**config.mk**
```make
export PLATFORM = sky130hd
export DESIGN_NAME = rbdw_ctrl
export DESIGN_NICKNAME = d
export VERILOG_FILES = /design/src/rtl/rbdw_pkg.sv /design/src/rtl/rbdw_ctrl.sv
export SDC_FILE = /design/constraint.sdc
export NUM_CORES = 1
export LEC_CHECK = 0
export BUFFER_PORTS_ARGS = -buffer_cell sky130_fd_sc_hd__buf_2
export CAP_MARGIN = 20
export CORE_ASPECT_RATIO = 0.5
export CORE_UTILIZATION = 55
export CTS_CLUSTER_SIZE = 25
export DETAILED_ROUTE_END_ITERATION = 8
export GPL_ROUTABILITY_DRIVEN = 1
export PLACE_DENSITY_LB_ADDON = 0.3
export REMOVE_ABC_BUFFERS = 1
export SETUP_SLACK_MARGIN = 0.4
export SLEW_MARGIN = 20
export SYNTH_ARGS = -nofsm -noshare
export SYNTH_HDL_FRONTEND = slang
export SYNTH_SLANG_ARGS = --single-unit
```
**constraint.sdc**
```tcl
create_clock -name clk_i -period 17.5 [get_ports clk_i]
set_input_delay 3.5 -clock clk_i [delete_from_list [all_inputs] [get_ports clk_i]]
set_output_delay 3.5 -clock clk_i [all_outputs]
set_load 0.005 [all_outputs]
```
**src/rtl/rbdw_pkg.sv**
```systemverilog
// shared types and constants for the byte ring buffer
`timescale 1ns / 1ps
package rbdw_pkg;

  localparam int unsigned DEPTH  = 4096;
  localparam int unsigned ADDR_W = $clog2(DEPTH);
  localparam int unsigned CNT_W  = ADDR_W + 1;
  localparam int unsigned APB_AW = 3;
  localparam int unsigned APB_DW = 32;

  localparam logic [APB_AW-1:0] REG_CAPACITY = 3'd0;

  typedef enum logic [2:0] {
    OP_CLEAR       = 3'd0,
    OP_WRITE       = 3'd1,
    OP_READ        = 3'd2,
    OP_PEEK        = 3'd3,
    OP_COMMIT_IN   = 3'd4,
    OP_COMMIT_OUT  = 3'd5,
    OP_PREPARE_IN  = 3'd6,
    OP_PREPARE_OUT = 3'd7
  } op_e;

  typedef struct packed {
    op_e         op;
    logic [12:0] length;
    logic        first;
    logic [7:0]  data_byte;
    logic [11:0] index;
  } in_t;

  typedef struct packed {
    logic        ok;
    logic [7:0]  byte_out;
    logic [12:0] amount;
    logic [1:0]  seg_count;
    logic [11:0] seg0_offset;
    logic [12:0] seg0_len;
    logic [12:0] seg1_len;
  } out_t;

  typedef struct packed {
    logic             clear;
    logic [CNT_W-1:0] cap;
  } cfg_t;

  typedef struct packed {
    logic              we;
    logic [ADDR_W-1:0] waddr;
    logic [7:0]        wdata;
    logic              re;
    logic [ADDR_W-1:0] raddr;
  } mem_req_t;

endpackage

```
**src/rtl/rbdw_ctrl.sv**
```systemverilog
// pointer and fill bookkeeping, handshake and result register
`timescale 1ns / 1ps
module rbdw_ctrl (
  input  logic               clk_i,
  input  logic               rst_ni,
  input  rbdw_pkg::cfg_t     cfg_i,
  input  logic               in_valid_i,
  output logic               in_stall_o,
  input  rbdw_pkg::in_t      in_data_i,
  output logic               out_valid_o,
  input  logic               out_stall_i,
  output rbdw_pkg::out_t     out_data_o,
  output rbdw_pkg::mem_req_t mem_req_o,
  input  logic [7:0]         mem_rdata_i
);

  localparam int unsigned AW = rbdw_pkg::ADDR_W;
  localparam int unsigned CW = rbdw_pkg::CNT_W;

  logic [CW-1:0] fill_q, fill_d;
  logic [AW-1:0] rp_q, rp_d;
  logic [AW-1:0] wp_q, wp_d;
  logic          bok_q, bok_d;
  logic          vld_q, vld_d;
  logic          rsel_q, rsel_d;
  rbdw_pkg::out_t res_q, res_d;

  logic          accept;
  logic [CW-1:0] cap;
  logic [CW-1:0] free_sp;
  logic [CW-1:0] clip_len;
  logic [CW-1:0] room;
  logic [CW-1:0] total;
  logic [AW-1:0] seg_ptr;
  logic          bok_next;

  function automatic logic [AW-1:0] wrap_add(input logic [AW-1:0] p,
                                             input logic [CW-1:0] n,
                                             input logic [CW-1:0] c);
    logic [CW:0] s;
    logic [CW:0] r;
    s = {2'b00, p} + {1'b0, n};
    r = (s >= {1'b0, c}) ? (s - {1'b0, c}) : s;
    return r[AW-1:0];
  endfunction

  assign cap        = cfg_i.cap;
  assign in_stall_o = vld_q && out_stall_i;
  assign accept     = in_valid_i && !in_stall_o;
  assign free_sp    = cap - fill_q;
  assign clip_len   = (in_data_i.length > fill_q) ? fill_q : in_data_i.length;
  assign bok_next   = in_data_i.first ? ((in_data_i.length != '0) &&
                                         (in_data_i.length <= free_sp)) : bok_q;
  assign total      = (in_data_i.op == rbdw_pkg::OP_PREPARE_IN) ? free_sp : fill_q;
  assign seg_ptr    = (in_data_i.op == rbdw_pkg::OP_PREPARE_IN) ? wp_q : rp_q;
  assign room       = cap - {1'b0, seg_ptr};

  always_comb begin
    fill_d    = fill_q;
    rp_d      = rp_q;
    wp_d      = wp_q;
    bok_d     = bok_q;
    rsel_d    = rsel_q;
    res_d     = res_q;
    mem_req_o = '0;
    mem_req_o.waddr = wp_q;
    mem_req_o.wdata = in_data_i.data_byte;
    mem_req_o.raddr = rp_q;
    if (accept) begin
      res_d          = '0;
      rsel_d         = 1'b0;
      mem_req_o.re   = 1'b1;
      case (in_data_i.op)
        rbdw_pkg::OP_CLEAR: begin
          fill_d   = '0;
          rp_d     = '0;
          wp_d     = '0;
          bok_d    = 1'b0;
          res_d.ok = 1'b1;
        end
        rbdw_pkg::OP_WRITE: begin
          bok_d = bok_next;
          if (bok_next && fill_q < cap) begin
            mem_req_o.we = 1'b1;
            wp_d         = wrap_add(wp_q, CW'(1), cap);
            fill_d       = fill_q + CW'(1);
            res_d.ok     = 1'b1;
          end
        end
        rbdw_pkg::OP_READ: begin
          if (fill_q != '0) begin
            res_d.ok = 1'b1;
            rsel_d   = 1'b1;
            rp_d     = wrap_add(rp_q, CW'(1), cap);
            fill_d   = fill_q - CW'(1);
          end
        end
        rbdw_pkg::OP_PEEK: begin
          mem_req_o.raddr = wrap_add(rp_q, {1'b0, in_data_i.index}, cap);
          if ({1'b0, in_data_i.index} < fill_q) begin
            res_d.ok = 1'b1;
            rsel_d   = 1'b1;
          end
        end
        rbdw_pkg::OP_COMMIT_IN: begin
          if (in_data_i.length <= free_sp) begin
            fill_d       = fill_q + in_data_i.length;
            wp_d         = wrap_add(wp_q, in_data_i.length, cap);
            res_d.ok     = 1'b1;
            res_d.amount = free_sp - in_data_i.length;
          end
        end
        rbdw_pkg::OP_COMMIT_OUT: begin
          fill_d       = fill_q - clip_len;
          rp_d         = wrap_add(rp_q, clip_len, cap);
          res_d.ok     = 1'b1;
          res_d.amount = fill_q - clip_len;
        end
        default: begin
          if (total != '0) begin
            res_d.ok          = 1'b1;
            res_d.seg0_offset = seg_ptr;
            if (total > room) begin
              res_d.seg_count = 2'd2;
              res_d.seg0_len  = room;
              res_d.seg1_len  = total - room;
            end else begin
              res_d.seg_count = 2'd1;
              res_d.seg0_len  = total;
            end
          end
        end
      endcase
    end
    if (cfg_i.clear) begin
      fill_d = '0;
      rp_d   = '0;
      wp_d   = '0;
      bok_d  = 1'b0;
    end
  end

  always_comb begin
    vld_d = vld_q;
    if (accept) begin
      vld_d = 1'b1;
    end else if (!out_stall_i) begin
      vld_d = 1'b0;
    end
  end

  always_ff @(posedge clk_i or negedge rst_ni) begin
    if (!rst_ni) begin
      fill_q <= '0;
      rp_q   <= '0;
      wp_q   <= '0;
      bok_q  <= 1'b0;
      vld_q  <= 1'b0;
      rsel_q <= 1'b0;
    end else begin
      fill_q <= fill_d;
      rp_q   <= rp_d;
      wp_q   <= wp_d;
      bok_q  <= bok_d;
      vld_q  <= vld_d;
      rsel_q <= rsel_d;
    end
  end

  always_ff @(posedge clk_i) begin
    res_q <= res_d;
  end

  always_comb begin
    out_data_o          = res_q;
    out_data_o.byte_out = rsel_q ? mem_rdata_i : 8'd0;
  end

  assign out_valid_o = vld_q;

endmodule

```
After elaboration in Yosys (flattened, before gate mapping)
Index checks and enable logic that the tools add are counted.

operators by class
  muxes and demuxes = 45
  bitwise logic cells = 2
  eq/ne operators = 10
  $lt $le $gt $ge = 10
  reductions and logical operators = 21
  add/sub/neg operators = 18

operators with widths
  kind                                                 number
  two-way mux 12 bit                                   14
  two-way mux 13 bit                                   10
  one-hot mux 12 bit (3 select lines)                  2
  one-hot mux 13 bit (5 select lines)                  1
  subtractor 12 bit                                    5
  subtractor 13 bit                                    4
  greater-or-equal comparator 13 bit                   3
  nonzero test 13 bit                                  3
  adder 12 x 13 -> 14 bit                              2
  greater-or-equal comparator 14 x 13 -> 1 bit         2
  adder 12 x 1 -> 13 bit (second input constant)       2
  greater-than comparator 13 bit                       2
  one-hot mux 13 bit (2 select lines)                  1
  adder 12 x 12 -> 13 bit                              1
  adder 13 x 1 -> 13 bit (second input constant)       1
  adder 13 bit                                         1
  less-or-equal comparator 13 bit                      1
  < comparator 12 x 13 -> 1 bit                        1
  < comparator 13 bit                                  1
  subtractor 13 x 1 -> 13 bit (second input constant)  1
  subtractor 13 x 12 -> 13 bit                         1
  two-way mux 1 bit                                    12
  equality test 3 bit (second input constant)          3
  inequality test 3 bit (second input constant)        3
  other kinds (22)                                     29

storage, ports and cells
  flip-flop bits (word level) = 94
  bits of input ports = 63
  output and inout bits = 98
  logic and storage cells = 118

Depth between registers and ports, before layout
  depth after elaboration = 9
  depth in mapped cells = 32
  gate-level depth less buffers = 29

Worst setup path after synthesis
No wires, ideal clock.

  kind = input to output
  start point = input port in_data_i[0] (netlist name)
  end point = output port mem_req_o[10] (netlist name)
  path slack = 6.899 ns
  data arrival time = 7.101 ns
  path buffers = 1
  cell stages on the path = 19
  required time = 14.000 ns
  path through = ha_1 -> fa_1 -> a21o_1 -> a21oi_1 -> o21bai_1 -> a2111o_1 -> a31o_2 -> a21o_1 -> xor2_1 -> ha_1 -> nand4_1 -> o31ai_1 -> a21oi_1 -> inv_1 -> a31oi_1 -> clkbuf_1 -> inv_1 -> mux2i_1 -> o21ai_0

RTL lines
  element      RTL line         source
  from (decl)  rbdw_ctrl.sv:9   input rbdw_pkg::in_t in_data_i,
  to (decl)    rbdw_ctrl.sv:13  output rbdw_pkg::mem_req_t mem_req_o,

==> qor.csv <==
metric;value;unit
status;finished, final reports clean;
Finished Layout Cells;2206;
TritonCTS clock tree;built;
ys flop type;edfxtp_1;
slowest CP cell;a31oi_1;
layout cells sized above 1;10.8;%
fmax;86.5;MHz
Critical Path AT;8.05;ns
antenna violations before repair;0;
leakage;0.00703;uW
core area;24500;um2
Slew @ Worst Pin;1.03;ns
Final Cycle Share;66.0;%
via count;13900;
most frequent cell after synthesis;ha_1;
RSZ-0062 raised after global routing;no;
HP Class;reg -> reg;
Tmin final;11.55;ns
GP Congestion;1.01;
sequential share of power;24.0;%
GRT Residual Overflow;0;
H-tree levels;3;
power share of the combinational group;57.1;%
asr flop ratio synth;42.6;%
first-pass GRT wire length;68800;um
detailed placer's ending HPWL;35700;um
post-CTS setup buffer count;0;
critical path startpoint category;input port;
critical-path cell list;buf_2 > ha_1 > fa_1 > a21o_1 > a21oi_1 > o21bai_1 > a2111o_1 > a31o_2 > a21o_1 > xor2_1 > ha_1 > nand4_1 > o31ai_1 > a21oi_1 > inv_1 > a31oi_1 > buf_4 > inv_1 > mux2i_1 > o21ai_0 > buf_2;
sequential share of the synthesized area;18.7;%
First-pass DRT Iterations;6;
FF+latch count, synth;94;
Slowest Stage Delay on Critical Path;0.65;ns
clock network fraction of total power;18.9;%
largest net degree at the start of global routing;55;
Tot Pwr;1130;uW
gr usage total;34.9;%
Setup Skew;0.0104;ns
initial core utilization;57.2;%
routed wl met2;18500;um
drt via density;6.31;
hold buffers post-CTS;0;
# resized after CTS;0;
Setup Viol. Count Final;0;
Top Ports;161;
Num CTS Buffers;9;
Crit Path Max Fanout;12;
net switching share of the total power;44.1;%
Detail Route Antenna Nets;0;
clk sink count;94;
Post-Synthesis Cell Area;14000;um2
multi-input logic area;10700;um2
top area cells in the synthesized netlist;ha_1 18%, edfxtp_1 12%, dfrtp_1 7.2%;
Internal;630;uW
Post-synth EDFFs;54;
Max clock buf depth;2;
highest metal used;met4;
initial drt markers;1581;
area leader, netlist;ha_1;
top post-synthesis cells by count;203 x ha_1, 184 x nor2_1, 137 x o21ai_0;
Die Footprint;26100;um2
Post-Route Setup TNS;0;ns
Chip Height;115;um
FF+latch area;2620;um2
clock root buffer;clkbuf_16;
DIE WIDTH;228;um
Synth cell types;80;
syn_area_per_cell;7.97;um2
Total Wirelength;45400;um
worst vdd ir;0.0447;mV
PortBufs;144;
clk slew on worst S/H paths;0.07;ns
met1 WL;20300;um
Setup Crit Path Kind;in -> out;
PD cells;73.8;nW/um2
P_sw;497;uW
Worst Setup End Kind;output port;
fillers;2229;
Area Growth Syn to Fin;9.08;%
worst endpoint required time;14.00;ns
DRC;0;
maxcap violations;0;
Synth Instances;1755;
routed length per instance;20.6;um
Worst-Skew Late Latency;0.38;ns
post-synth top area share;18.2;%
Syn. warnings;0;
Diodes inserted;0;
vias in the first global route;12300;
num rows;40;
Placed Cells;2190;
final hold violations;0;
WL met3;5040;um
Final Max Slew Viols;0;
Max transition margin;31.2;%
final net count;2145;
-- state kept, by name, indices dropped and copies added (netlist names) --
signal and count:
fill_q 13, wp_q 12, rp_q 12, bok_q 1, out_valid_o 1, out_data_o 54, rsel_q 1
-- final cells by class --
cell class / count / share of cell area [%]
Timing Repair Buffer: 155 / 5.28
Inverter: 117 / 2.88
Clock buffer: 12 / 1.83
Tap cell: 336 / 2.76
Sequential cell: 94 / 17.2
Clock inverter: 4 / 0.221
Multi-Input combinational cell: 1488 / 69.8
-- logic make-up (layout without fill, tap and decap cells) --
group                      Yosys count  count (layout)  synth area share, %
and+or+nand+nor                    534             534                 18.1
adders and majority gates          217             217                 20.2
AOI/OAI and AO/OA                  538             538                 24.9
xor gates and xnor gates           142             142                 8.89
buffers and inverters              173             288                 5.09
DFF                                 94              94                 18.7
muxes                               57              57                 4.13
-- worst paths after layout --
check / depth (start not counted) / endpoint / startpoint / slack [ns]
setup / recovery: 21 / mem_req_o[10] / in_data_i[0] / 5.95
hold / removal: 2 / out_valid_o / out_valid_o / 0.55
setup reg to reg: 28 / rp_q[0] / fill_q[4] / 9.94
hold reg to reg: 2 / out_valid_o / out_valid_o / 0.55
max in group asynchronous: 1 / rsel_q / rst_ni / 13.95
min in group asynchronous: 1 / rp_q[2] / rst_ni / 3.13
-- cell usage in the layout, fill, tap and decap left out, drive strengths merged, types with 12 or more instances in the layout --
master and n:
o22ai 13, nor3 46, fa 14, a21oi 138
nor2b 25, ha 203, a21o 38, o21ai 142
dfrtp 40, and2 16, edfxtp 54, nand4 25
nor4 15, clkbuf 12, inv 120, nand2 122
a211oi 33, xor2 39, mux2i 51, xnor2 103
nor2 184, nand2b 20, nand3 29, and3 17
a31oi 18, o21a 33, buf 155
-- power groups by stage --
stage          logic [uW]  clock network, uW  registers [uW]
2_1_floorplan         467                  0             269
3_3_place_gp          616                  0             274
3_5_place_dp          624                  0             275
4_1_cts               629                213             270
5_1_grt               707                221             272
6_report              643                212             271
-- through the flow --
step           hold slack [ns]  setup slack [ns]  area, um2  utilization [%]
6_report                 0.551              5.95      15300             62.3
3_3_place_gp             0.502              6.08      14900             61.0
2_1_floorplan            0.510              6.45      13700                -
5_1_grt                  0.608              5.67      15300             62.3
3_5_place_dp             0.545              6.02      14900             61.0
4_1_cts                  0.561              5.99      15300             62.3
-- worst max-delay path, delay by kind of cell --
kind,cells,cell delay [ns]
adders and majority gates,3,0.92
xor gates and xnor gates,1,0.20
and+or+nand+nor,1,0.10
AOI/OAI and AO/OA,10,2.50
buffers and inverters,5,0.71
muxes,1,0.11
-- layer usage --
layer | vias up | global-route usage (%)
met4 | 0 | 11.4
met3 | 106 | 7.10
met5 | - | 0
li1 | 6677 | -
met2 | 740 | 52.1
met1 | 6405 | 50.1
Note: power is estimated with default switching activity, not from simulation.
