## src/rtl/rbdw_pkg.sv

```systemverilog
// shared types and constants for the byte ring buffer
`timescale 1ns / 1ps
package rbdw_pkg;

  localparam int unsigned DEPTH  = 4096;
  localparam int unsigned ADDR_W = $clog2(DEPTH);
  localparam int unsigned CNT_W  = ADDR_W + 1;
  localparam int unsigned APB_AW = 3;
  localparam int unsigned APB_DW = 32;

  localparam logic [APB_AW-1:0] REG_CAPACITY = 3'd0;

  typedef enum logic [2:0] {
    OP_CLEAR       = 3'd0,
    OP_WRITE       = 3'd1,
    OP_READ        = 3'd2,
    OP_PEEK        = 3'd3,
    OP_COMMIT_IN   = 3'd4,
    OP_COMMIT_OUT  = 3'd5,
    OP_PREPARE_IN  = 3'd6,
    OP_PREPARE_OUT = 3'd7
  } op_e;

  typedef struct packed {
    op_e         op;
    logic [12:0] length;
    logic        first;
    logic [7:0]  data_byte;
    logic [11:0] index;
  } in_t;

  typedef struct packed {
    logic        ok;
    logic [7:0]  byte_out;
    logic [12:0] amount;
    logic [1:0]  seg_count;
    logic [11:0] seg0_offset;
    logic [12:0] seg0_len;
    logic [12:0] seg1_len;
  } out_t;

  typedef struct packed {
    logic             clear;
    logic [CNT_W-1:0] cap;
  } cfg_t;

  typedef struct packed {
    logic              we;
    logic [ADDR_W-1:0] waddr;
    logic [7:0]        wdata;
    logic              re;
    logic [ADDR_W-1:0] raddr;
  } mem_req_t;

endpackage

```

## src/rtl/rbdw_regs.sv

```systemverilog
// configuration register file with apb-style access
`timescale 1ns / 1ps
module rbdw_regs (
  input  logic                          clk_i,
  input  logic                          rst_ni,
  input  logic                          psel,
  input  logic                          penable,
  input  logic                          pwrite,
  input  logic [rbdw_pkg::APB_AW-1:0]   paddr,
  input  logic [rbdw_pkg::APB_DW-1:0]   pwdata,
  output logic [rbdw_pkg::APB_DW-1:0]   prdata,
  output logic                          pready,
  output rbdw_pkg::cfg_t                cfg_o
);

  logic [rbdw_pkg::CNT_W-1:0] cap_raw_q, cap_raw_d;
  logic [rbdw_pkg::CNT_W-1:0] cap_eff_q, cap_eff_d;
  logic                       wr_en;
  logic                       sel_cap;
  logic [rbdw_pkg::CNT_W-1:0] wval;

  assign pready  = 1'b1;
  assign sel_cap = (paddr[rbdw_pkg::APB_AW-1:2] == rbdw_pkg::REG_CAPACITY[rbdw_pkg::APB_AW-1:2]);
  assign wr_en   = psel && penable && pwrite && pready && sel_cap;
  assign wval    = pwdata[rbdw_pkg::CNT_W-1:0];

  always_comb begin
    cap_raw_d = cap_raw_q;
    cap_eff_d = cap_eff_q;
    if (wr_en) begin
      cap_raw_d = wval;
      if (wval == '0 || wval > rbdw_pkg::CNT_W'(rbdw_pkg::DEPTH)) begin
        cap_eff_d = rbdw_pkg::CNT_W'(rbdw_pkg::DEPTH);
      end else begin
        cap_eff_d = wval;
      end
    end
  end

  always_ff @(posedge clk_i or negedge rst_ni) begin
    if (!rst_ni) begin
      cap_raw_q <= rbdw_pkg::CNT_W'(rbdw_pkg::DEPTH);
      cap_eff_q <= rbdw_pkg::CNT_W'(rbdw_pkg::DEPTH);
    end else begin
      cap_raw_q <= cap_raw_d;
      cap_eff_q <= cap_eff_d;
    end
  end

  always_comb begin
    prdata = '0;
    if (sel_cap) begin
      prdata = rbdw_pkg::APB_DW'(cap_raw_q);
    end
  end

  // buffer empties at the same edge that takes the new capacity
  assign cfg_o.clear = wr_en;
  assign cfg_o.cap   = cap_eff_q;

endmodule

```

## config.mk

```make
export PLATFORM = sky130hd
export DESIGN_NAME = rbdw_regs
export DESIGN_NICKNAME = d
export VERILOG_FILES = /design/src/rtl/rbdw_pkg.sv /design/src/rtl/rbdw_regs.sv
export SDC_FILE = /design/constraint.sdc
export NUM_CORES = 1
export LEC_CHECK = 0
export BUFFER_PORTS_ARGS = -buffer_cell sky130_fd_sc_hd__buf_4
export CORE_ASPECT_RATIO = 0.5
export CORE_MARGIN = 2
export CORE_UTILIZATION = 37
export CTS_CLUSTER_DIAMETER = 100
export CTS_CLUSTER_SIZE = 25
export DETAILED_ROUTE_END_ITERATION = 7
export PLACE_DENSITY_LB_ADDON = 0.3
export SLEW_MARGIN = 15
export SYNTH_ARGS = -nofsm -noshare
export SYNTH_HDL_FRONTEND = slang
export SYNTH_SLANG_ARGS = --single-unit
```

## constraint.sdc

```tcl
create_clock -name clk_i -period 0.9 [get_ports clk_i]
set_clock_uncertainty 0.2 [all_clocks]
set_input_delay 0.045 -clock clk_i [delete_from_list [all_inputs] [get_ports clk_i]]
set_output_delay 0.045 -clock clk_i [all_outputs]
set_load 0.02 [all_outputs]
```

=== Yosys cells after proc, flatten, opt, wreduce, memory -nomap -nowiden ===
Index checks and enable logic that the tools add are counted.

* Flip-flop bits (word level): 26
* Output and inout port bits: 47
* Word-level logic and storage cells: 11

* Mux-type cells: 2
* Order comparisons: 1
* Bitwise gates (word level): 1
* Reductions and logical operators: 5

{| class="wikitable"
|+ Operators with widths
! cell !! number
|-
| 13-bit two-way mux || 2
|-
| 13-bit > comparator (second input constant) || 1
|-
| 13-bit logical NOT || 1
|-
| 1-bit logical AND || 3
|-
| 1-bit logical OR || 1
|-
| 1-bit NOT || 1
|}

=== Longest topological paths before layout ===
Gate-level depths: netlist of the first run.

* Depth after elaboration: 3
* Mapped depth: 4

=== Worst setup path after synthesis of the first run ===
OpenSTA, ideal clock, no wires.

* Kind: register to output
* From: reg cap_raw_q[12] (netlist bit)
* To: out prdata[12] (netlist bit)
* Arrival time: 0.836 ns
* Stages on the path, launching flop included: 2
* Path buffers: 0
* Data required time: 0.655 ns
* Setup slack: -0.181 ns
* Path through: dfstp_2 > nor2b_1

* Longest elaborated chain between the ends: 1

{| class="wikitable"
|+ RTL lines
! element !! line !! source
|-
| start, declared || rbdw_regs.sv:16 || <nowiki>logic [rbdw_pkg::CNT_W-1:0] cap_raw_q, cap_raw_d;</nowiki>
|-
| start signal, assigned || rbdw_regs.sv:42 || <nowiki>cap_raw_q <= rbdw_pkg::CNT_W'(rbdw_pkg::DEPTH);</nowiki>
|-
| start signal, assigned || rbdw_regs.sv:45 || <nowiki>cap_raw_q <= cap_raw_d;</nowiki>
|-
| 13-bit two-way mux || rbdw_regs.sv:52 || <nowiki>if (sel_cap) begin</nowiki>
|-
| end, declared || rbdw_regs.sv:11 || <nowiki>output logic [rbdw_pkg::APB_DW-1:0] prdata,</nowiki>
|}

No other way between the ends.

=== Worst setup path in the final report of the first run ===
Ends and elaborated chain as after synthesis.

==> impl_results.md, run 1 <==
* Worst Path Required at 0.65 ns
* Crit path capture: prdata[12]
* Placed cell area at 1750 um2
* Vias in the first global route at ~1000
* Worst skew pair latency at 0.27 ns
* Final wirelength at between 3000 and 4000 um
* Worst reg-to-reg path cell count at 2
* Final period util at 146%
* Rows at 15
* R2r setup slk at -0.19 ns
* GR Util met3 at 3.94%
* Setup violations, final at between 50 and 60
* Number of nets with antenna violations after routing at 0
* Diode count at 0
* Drt wl/cell at 13.0 um
* Most frequent cells in the layout: 51 x buf_4, 28 x buf_6, 20 x conb_1, 16 x dfrtp_1, 13 x mux2_4
* Crit-path cells: nor2b_4 > buf_6
* DR vias at 1036
* Sequential element share of the synthesized area at 49.4%
* Synth top area share at 45.4%
* Clk buf depth at 2
* Synth area leaders: dfrtp_1 45%, mux2_4 15%, buf_4 12%, nor2b_1 6.1%, a22o_1 5.3%
* Crit. End Element: output pin
* Number of synthesized register bits at 26
* Peak supply drop at 702 uV
* Die X at 88.6 um
* DP Cell Count at roughly 210
* Crit start category: register
* Setup CP Type: reg2out
* Crit Path Max Fanout at 2
* Post-synth cell types at 19
* CP Launch Point: cap_raw_q[12]$_DFFE_PN1P_
* Clock slew at reported path FFs at ~0.090 ns
* Post-Syn Instances at 107
* Seq pwr share at approximately two fifths
* Crit path DAT at 1.07 ns
* P&R area growth vs syn at 66.5%
* Slowest cell on the critical path: dfstp_2
* # hold bufs at CTS at 1
* Final Hold Vio Count at 26
* Die area at 4100 um2
* Initial Utilization at roughly two fifths
* Vias per cell at approximately 4.3
* Avg Cell Area, Syn at 12.4 um2
* Dpl hpwl at around 1900 um
* Failing checks: hold timing, setup timing
* Max cap viols at 0
* RSZ-0062 raised after global routing: yes
* DR DRC count at 0
* Gpl congestion at 0.763
* Max Slew Vio Count at 0
* Met2 Use GR at 27.8%
* Met1 Use GR at 19.9%
* Sw frac at 27.9%
* Worst setup slack after layout at -0.416 ns
* GRT Overall Usage at 16.0%
* RR Startpoint: cap_raw_q[1]$_DFFE_PN0P_
* Tmin final at 1.32 ns
* CTS tree: done
* Mapped cell area at 1320 um2
* Port Buffers at 45
* Leading area contributor after synthesis: dfrtp_1
* Hold Worst Slack at -0.150 ns
* Layout cells sized above 1 at a little over three fifths
* Grt total ovfl at 0
* Switching power at roughly 1100 uW
* Largest net degree at the start of global routing at 27
* Crit-path leading delay family: flip-flops
* Outcome: finished with violations
* Yosys warning count at 0
* PwrDens at 1830 nW/um2
* Clk root buf: clkbuf_8
* Buf/Inv on CP at 1
* First-pass GRT wire length at 4750 um
* Worst Hold Class: in2reg
* H-tree depth at 1
* Design area at 2200 um2
* Gr busiest metal: met2
* Peak Freq at 760 MHz
* Levels on crit path at 2
* Post-route insts no fill at 240
* Die height at 46.3 um
* # clock sinks at 26
* TritonCTS Buffers at 3
* Comb power frac at 37.2%
* Leakage Power at ~0.0011 uW
* Most common cell after layout, fill and taps aside: buf_4
* I/O pin count at 87
* FF-to-FF End: cap_raw_q[1]$_DFFE_PN0P_
* DRT Pass-1 Iters at 4
* Antenna violations before repair at 0
* Internal Power at 2910 uW
* # nets final at 230
* Clock power frac at 24.2%
* Initial DRC Count at 16
* Crit-path max cell delay at 0.54 ns
* Core area at 3430 um2
[worst register-to-register path, stage by stage, from the launching register on]
cell and delay, ns:
dfrtp_1 0.41, buf_6 0.12, mux2_4 0.25
[kinds of logic (layout without fill, tap and decap cells)]
kind of cell / count (synthesis) / count (layout) / synth area share (%)
other cells: 2 / 20 / 0.568
simple gates: 27 / 27 / 13.2
compound gates: 13 / 13 / 7.47
mux: 13 / 13 / 14.8
buf+inv: 26 / 90 / 14.6
flops: 26 / 26 / 49.4
[worst min path at each step]
stage | start | endpoint | slack, ns | cells past startpoint
4_1_cts | pwdata[2] | cap_eff_q[12]$_DFFE_PN1P_ | -0.16 | 4
6_report | pwdata[2] | cap_eff_q[12]$_DFFE_PN1P_ | -0.15 | 4
3_3_place_gp | rst_ni | cap_eff_q[0]$_DFFE_PN0P_ | -0.23 | 1
3_5_place_dp | rst_ni | cap_raw_q[0]$_DFFE_PN0P_ | -0.23 | 1
2_1_floorplan | rst_ni | cap_eff_q[0]$_DFFE_PN0P_ | -0.45 | 0
5_1_grt | pwdata[12] | cap_raw_q[12]$_DFFE_PN1P_ | -0.14 | 2
[layer usage]
metal	share of wire (%)	wire length, um
met1	41	1280
met5	0	0
met2	53	1650
met3	5.1	159
met4	1.3	41
[cell usage after synthesis (all sizes together)]
master   instances
nand3            1
nor2             1
nand2            4
buf             24
inv              1
nand2b           4
a2bb2oi          1
clkbuf           1
o21ai            4
conb             2
mux2            13
dfstp            2
nor4             3
dfrtp           24
nor2b           13
a22o             8
nand4b           1
[registers in the layout, summed over array words and instances (netlist names)]
name	flops
cap_raw_q	13
cap_eff_q	13
[final cells by class]
| class | instances | area, um2 |
|---|---|---|
| clock inverters | 1 | 30.0 |
| clock buffers | 3 | 41.3 |
| repair buffers | 85 | 816 |
| fillers | 264 | 1230 |
| multi-input cells | 73 | 572 |
| flip-flops and latches | 26 | 663 |
| well taps | 51 | 63.8 |
| inverters | 1 | 16.3 |
[timing repair]
item                                   CTS  global route
setup endpoints to repair               49            53
gates cloned                             1             0
endpoints found under the hold margin   52            26
setup buffers                           18             7
gates resized for setup                 29            16
[power groups by stage]
| stage | sequential (uW) | clock (uW) | combinational [uW] |
|---|---|---|---|
| detailed placement | 1540 | 0 | 1110 |
| global route | 1580 | 1060 | 1590 |
| CTS | 1540 | 999 | 1390 |
| floorplan | 1630 | 0 | 612 |
| finish | 1560 | 975 | 1500 |
| global placement | 1540 | 0 | 1090 |
[per-stage QoR]
step | util [%] | TNS, ns | worst slack [ns] | power, uW
after floorplan | - | -1.94 | -0.107 | 2240
final | 64.1 | -8.78 | -0.416 | 4030
after global routing | 64.1 | -10.34 | -0.452 | 4230
after CTS | 61.5 | -8.48 | -0.413 | 3930
after detailed placement | 50.9 | -6.24 | -0.279 | 2650
after global placement | 50.9 | -5.83 | -0.252 | 2630
Power figures use the tool's default switching activity.
==> inputs of run 2 (changes only) <==
- CORE_MARGIN: 2 -> 1
==> run 2 against run 1 <==
Compared with the run above:
- the run still ends with hold timing, setup timing left
- non-clock buffer count is 2 lower
- setup slack gained 0.0011 ns
- largest power group unchanged
- clock-buffer cell count is the same
- final cell count shrank 2.1%
- sequential share of layout area fell by 0.54 points
- routed wire length is 12% higher
- critical path type unchanged
- flip-flop and latch count unchanged
- largest cell class unchanged
- worst hold slack got worse by 0.023 ns
- critical path depth did not move
==> impl_results.md, run 2 (synthesis results as in run 1) <==
* Vias in the first global route at 1024 (was 979)
* DR vias at 1039 (was 1036)
* Tmin final at 1.32 ns (about the same)
* Layout cells sized above 1 at 63.6% (was 63.0%)
* Slowest cell on the critical path: dfstp_2 (unchanged)
* Most frequent cells in the layout: 42 x buf_4, 33 x buf_6, 20 x conb_1, 16 x dfrtp_1, 13 x mux2_4 (was 51 x buf_4, 28 x buf_6, 20 x conb_1, 16 x dfrtp_1, 13 x mux2_4)
* Met3 wire len at 162 um (was 159 um)
* I/O pin count at 87 (unchanged)
* Worst Path Required at 0.65 ns (about the same)
* Routed length on met1 at 1550 um (was 1280 um)
* RR Startpoint: cap_raw_q[5]$_DFFE_PN0P_ (was cap_raw_q[1]$_DFFE_PN0P_)
* Die X at 86.6 um (was 88.6 um)
* RSZ-0062 raised after global routing: yes (unchanged)
* Fillers at 210 (was 264)
* Grt total ovfl at 0 (unchanged)
* Hold Path Stages at 2 (was 4)
* TritonCTS Buffers at 3 (unchanged)
* Max cap viols at 0 (unchanged)
* DP Cell Count at 208 (was 212)
* Peak supply drop at 855 uV (was 702 uV)
* Crit-path cells: nor2b_4 > buf_6 (unchanged)
* Leakage Power at 0.00114 uW (about the same)
* Rows at 14 (was 15)
* # clock sinks at 26 (unchanged)
* Final Hold Vio Count at 26 (unchanged)
* GRT Overall Usage at 18.7% (was 16.0%)
* Regs by FF count: cap_eff_q: 13 flops, cap_raw_q: 13 flops (unchanged)
* Largest net degree at the start of global routing at 27 (unchanged)
* # hold bufs at CTS at 1 (unchanged)
* First-pass GRT wire length at 5290 um (was 4750 um)
* Initial Utilization at 41.5% (was 38.5%)
* FF-to-FF End: cap_raw_q[5]$_DFFE_PN0P_ (was cap_raw_q[1]$_DFFE_PN0P_)
* Worst reg-to-reg path cell count at 2 (unchanged)
* Core area at 3190 um2 (was 3430 um2)
* Vias per cell at 4.42 (was 4.32)
* Fin util at 70.3% (was 64.1%)
* Post-route insts no fill at 235 (was 240)
* Die height at 44.3 um (was 46.3 um)
* Clk root buf: clkbuf_8 (unchanged)
* Crit. End Element: output pin (unchanged)
* # nets final at 228 (was 230)
* Top Metal Used: met4 (unchanged)
* Port Buffers at 45 (unchanged)
* Worst setup slack after layout at -0.415 ns (was -0.416 ns)
* DRT Pass-1 Iters at 4 (unchanged)
* CTS tree: done (unchanged)
* Peak Freq at 760 MHz (about the same)
* Diode count at 0 (unchanged)
* Die area at 3830 um2 (was 4100 um2)
* Hold Worst Slack at -0.174 ns (was -0.150 ns)
* Setup WS pre-CTS at -0.275 ns (was -0.279 ns)
* Max Slew Vio Count at 0 (unchanged)
* Register area at 663 um2 (unchanged)
* PwrDens at 1820 nW/um2 (was 1830 nW/um2)
* DR WL met2 at 1780 um (was 1650 um)
* Gpl congestion at 0.727 (was 0.763)
* Final period util at 146% (about the same)
* Clock slew at reported path FFs at 0.09 ns (about the same)
* Total negative slack at -9.06 ns (was -8.78 ns)
* Drt wl/cell at 14.9 um (was 13.0 um)
* Worst skew pair latency at 0.27 ns (about the same)
* Clk buf depth at 2 (unchanged)
* Final wirelength at 3510 um (was 3130 um)
* Crit-path max cell delay at 0.55 ns (was 0.54 ns)
* H-tree depth at 1 (unchanged)
* Number of nets with antenna violations after routing at 0 (unchanged)
* Crit path capture: prdata[12] (unchanged)
* Failing checks: hold timing, setup timing (unchanged)
* Footprint of the multi-input gates at 582 um2 (was 572 um2)
* Outcome: finished with violations (unchanged)
* R2r setup slk at -0.20 ns (was -0.19 ns)
* CP Launch Point: cap_raw_q[12]$_DFFE_PN1P_ (unchanged)
* Setup CP Type: reg2out (unchanged)
* DR DRC count at 0 (unchanged)
* Most common cell after layout, fill and taps aside: buf_4 (unchanged)
* Antenna violations before repair at 0 (unchanged)
* Setup violations, final at 53 (was 52)
* Crit start category: register (unchanged)
* Crit path DAT at 1.07 ns (about the same)
* Worst Hold Class: in2reg (unchanged)
* P&R area growth vs syn at 69.5% (was 66.5%)
* Crit Path Max Fanout at 2 (unchanged)
* Initial DRC Count at 33 (was 16)
==> run 2: cell count changes in the layout (fill, tap and decap cells not counted), sizes merged <==
cell and delta:
buf -3, clkbuf +2, bufbuf -1
==> run 2: worst min-delay path by stage <==
stage	from	endpoint
floorplan	rst_ni	cap_eff_q[0]$_DFFE_PN0P_
global placement	rst_ni	cap_eff_q[0]$_DFFE_PN0P_
detailed placement	rst_ni	cap_raw_q[0]$_DFFE_PN0P_
CTS	pwdata[7]	cap_eff_q[7]$_DFFE_PN0P_
global route	pwdata[7]	cap_raw_q[7]$_DFFE_PN0P_
finish	pwdata[8]	cap_raw_q[8]$_DFFE_PN0P_
==> run 2: area by class of cell <==
type                    count  share of cell area, %
well taps                  48                   2.68
repair buffers             83                   37.9
clock buffers               3                   1.84
inverters                   1                  0.725
multi-input cells          73                   25.9
clock inverters             1                   1.34
flip-flops and latches     26                   29.6
==> run 2: power breakdown <==
group	leakage (uW)	internal (uW)	switching (uW)
registers	0.000312	1410	166
clock network	0.0000357	595	368
logic	0.000792	920	625
==> run 2: layer usage <==
metal | vias up | track usage [%]
met3 | 2 | 4.48
met4 | 0 | 3.00
met5 | - | 0
met2 | 39 | 32.5
li1 | 481 | -
met1 | 517 | 24.7
==> run 2: critical path, delay by kind of cell (launching register included) <==
family	cells	cell delay (ns)
buf+inv	1	0.12
flops	1	0.55
simple gates	1	0.14
==> run 2: per-stage QoR <==
stage	instance area [um2]	total power, uW	hold slack [ns]
floorplan	1400	2240	-0.451
global placement	1750	2630	-0.232
detailed placement	1750	2640	-0.231
CTS	2100	3890	-0.197
global route	2240	4270	-0.175
finish	2240	4080	-0.174
==> run 2: what timing repair did <==
item | 4_1_cts | 5_1_grt
endpoints found under the hold margin | 52 | 26
endpoints found under the setup margin | 49 | 53
gates cloned | 2 | 2
pin swaps | 0 | 2
buffers inserted | 15 | 5
gates resized for setup | 31 | 25
==> inputs of run 3 (changes only) <==
- CORE_UTILIZATION: 37 -> 43
- CTS_BUF_LIST: unset -> sky130_fd_sc_hd__clkbuf_2 sky130_fd_sc_hd__clkbuf_4 sky130_fd_sc_hd__clkbuf_8
- clock period: 0.9 -> 1.4 ns (I/O delays scaled with it)
==> run 3 against run 2 <==
Compared with the run above:
- the flow finishes with violations (hold timing)
- flip-flop and latch count stayed put
- combinational power is 54% lower
- via count is 11% lower
- register-to-register slack better by 0.61 ns
- non-clock buffer count is 23 lower
- global-route usage is 1.4 points lower
- worst hold slack better by 0.036 ns
- clock power is 37% lower
- critical path depth is 3 higher
- die area is 13% lower
- sequential power is 38% lower
- final cell count is 14% lower
- largest cell class is now registers
- largest power group unchanged
- highest routed layer unchanged
==> impl_results.md, run 3 (synthesis results as in run 1) <==
* TritonCTS Buffers at 3 (unchanged)
* # nets final at 205 (was 228)
* Outcome: finished with violations (unchanged)
* DR DRC count at 0 (unchanged)
* Die area at 3310 um2 (was 3830 um2)
* Buf/Inv on CP at 2 (was 1)
* Slowest cell on the critical path: dlygate4sd3_1 (was dfstp_2)
* Post-route insts no fill at 201 (was 235)
* Peak supply drop at 610 uV (was 855 uV)
* Initial DRC Count at 18 (was 33)
* Top Metal Used: met4 (unchanged)
* R2r setup slk at 0.41 ns (was -0.20 ns)
* Worst skew pair latency at 0.26 ns (was 0.27 ns)
* Die X at 80.4 um (was 86.6 um)
* Most frequent cells in the layout: 49 x buf_4, 24 x dfrtp_1, 20 x conb_1, 13 x nor2b_1, 13 x mux2_4 (was 42 x buf_4, 33 x buf_6, 20 x conb_1, 16 x dfrtp_1, 13 x mux2_4)
* Placed cell area at 1620 um2 (was 1750 um2)
* Setup WS pre-CTS at 0.186 ns (was -0.275 ns)
* Failing checks: hold timing (was hold timing, setup timing)
* Post-CTS Setup Bufs at 0 (was 15)
* Worst setup slack after layout at 0.0361 ns (was -0.415 ns)
* Final Hold Vio Count at 7 (was 26)
* Worst Path Required at 1.40 ns (was 0.65 ns)
* Port Buffers at 45 (unchanged)
* Worst Hold Class: in2reg (unchanged)
* Design area at 1810 um2 (was 2240 um2)
* # clock sinks at 26 (unchanged)
* Crit-path leading delay family: buffers and inverters (was flip-flops)
* Setup violations, final at 0 (was 53)
* Crit-path cells: dlygate4sd3_1 > buf_4 > nor4_1 > nand3_1 > a2bb2oi_1 (was nor2b_4 > buf_6)
* Gpl congestion at 0.718 (was 0.727)
* Rows at 13 (was 14)
* FF-to-FF End: cap_eff_q[12]$_DFFE_PN1P_ (was cap_raw_q[5]$_DFFE_PN0P_)
* Vias in the first global route at 839 (was 1024)
* Most common cell after layout, fill and taps aside: buf_4 (unchanged)
* Hold Path Sink: cap_raw_q[11]$_DFFE_PN0P_ (was cap_raw_q[8]$_DFFE_PN0P_)
* Tmin final at 1.36 ns
* Largest net degree at the start of global routing at 27 (unchanged)
* I/O pin count at 87 (unchanged)
* Power Total at 2290 uW (was 4080 uW)
* Layout cells sized above 1 at 43.9% (was 63.6%)
* DRT Pass-1 Iters at 4 (unchanged)
* DP Cell Count at 186 (was 208)
* Clk buf depth at 2 (unchanged)
* DR vias at 923 (was 1039)
* Crit. End Element: register (was output pin)
* Regs by FF count: cap_eff_q: 13 flops, cap_raw_q: 13 flops (unchanged)
* PwrDens at 1270 nW/um2 (was 1820 nW/um2)
* RSZ-0062 raised after global routing: no (was yes)
* Crit start category: input pin (was register)
* Dpl hpwl at around 1800 um
* H-tree depth at 1 (unchanged)
* Peak Freq at 733 MHz
* Antenna violations before repair at 0 (unchanged)
* Core area at 2750 um2 (was 3190 um2)
* Met3 wire len at 143 um (was 162 um)
* Worst reg-to-reg path cell count at 1 (was 2)
* Grt total ovfl at 0 (unchanged)
* Die height at 41.2 um (was 44.3 um)
* # hold bufs at CTS at 11 (was 1)
* Diode count at 0 (unchanged)
* Leakage Power at 0.000947 uW (was 0.00114 uW)
* Total negative slack at 0 ns (was -9.06 ns)
* Initial Utilization at 48.1% (was 41.5%)
* Routed length on met1 at 1180 um (was 1550 um)
* Hold Path Stages at 2 (unchanged)
* Drt wl/cell at 13.3 um (was 14.9 um)
* Setup CP Type: in2reg (was reg2out)
* First-pass GRT wire length at 4020 um (was 5290 um)
* GRT Overall Usage at 17.3% (was 18.7%)
* P&R area growth vs syn at 36.8% (was 69.5%)
* Number of nets with antenna violations after routing at 0 (unchanged)
* Hold Worst Slack at -0.138 ns (was -0.174 ns)
* CTS tree: done (unchanged)
* Clk root buf: clkbuf_8 (unchanged)
* Max Slew Vio Count at 0 (unchanged)
* Final wirelength at 2680 um (was 3510 um)
* DR WL met2 at 1330 um (was 1780 um)
* RR Startpoint: cap_eff_q[12]$_DFFE_PN1P_ (was cap_raw_q[5]$_DFFE_PN0P_)
* Crit-path max cell delay at 0.54 ns (was 0.55 ns)
* Crit path DAT at 1.36 ns (was 1.07 ns)
* Vias per cell at 4.59 (was 4.42)
* Final period util at 97.4%
* Clock slew at reported path FFs at 0.09 ns (about the same)
* Max cap viols at 0 (unchanged)
* Min-delay src: pwdata[11] (was pwdata[8])
* Crit Path Max Fanout at 3 (was 2)
==> run 3: changes by cell type in the layout (fill, tap and decap cells not counted), moves of 7 or more <==
cell           delta
buf_4             +7
dfrtp_1           +8
dlygate4sd3_1    +10
buf_6            -33
dfrtp_2           -8
==> run 3: final cells by class <==
class                      instances  area, um2
timing repair buffer              60        478
clock inverter                     1       30.0
tap                               37       46.3
inverter                           1       3.75
fill                             220        940
multi-input combinational         73        557
sequential                        26        653
clock buffer                       3       41.3
==> run 3: worst max-delay path by stage <==
stage / start / to / slack (ns) / depth (start not counted)
after global placement: paddr[2] / cap_raw_q[3]$_DFFE_PN0P_ / 0.19 / 4
after global routing: cap_raw_q[12]$_DFFE_PN1P_ / prdata[12] / 0.008 / 2
final: pwdata[4] / cap_eff_q[12]$_DFFE_PN1P_ / 0.04 / 5
after floorplan: cap_raw_q[12]$_DFFE_PN1P_ / prdata[12] / 0.29 / 1
after CTS: pwdata[0] / cap_eff_q[12]$_DFFE_PN1P_ / 0.03 / 5
after detailed placement: paddr[2] / cap_raw_q[10]$_DFFE_PN0P_ / 0.19 / 4
==> run 3: per-layer routing <==
layer | up-vias | track usage, %
li1 | 438 | -
met1 | 444 | 21.7
met2 | 39 | 30.3
met3 | 2 | 4.67
met4 | 0 | 5.80
met5 | - | 0
==> run 3: repair_timing <==
item | CTS | global route
setup endpoints to repair | 0 | 1
hold endpoints to repair | 52 | 7
resized for setup | 0 | 2
==> run 3: report_power, final <==
part           total, uW  switching [uW]  leakage [uW]  internal, uW
Sequential           973            74.8      0.000323           898
Combinational        711             340      0.000588           371
Clock                606             224     0.0000357           382
Total               2290             639      0.000947          1650
==> run 3: stage by stage <==
stage	hold slack (ns)	utilization (%)
global placement	-0.206	58.8
global route	-0.147	65.8
CTS	-0.150	65.4
floorplan	-0.426	-
finish	-0.138	65.8
detailed placement	-0.200	58.8
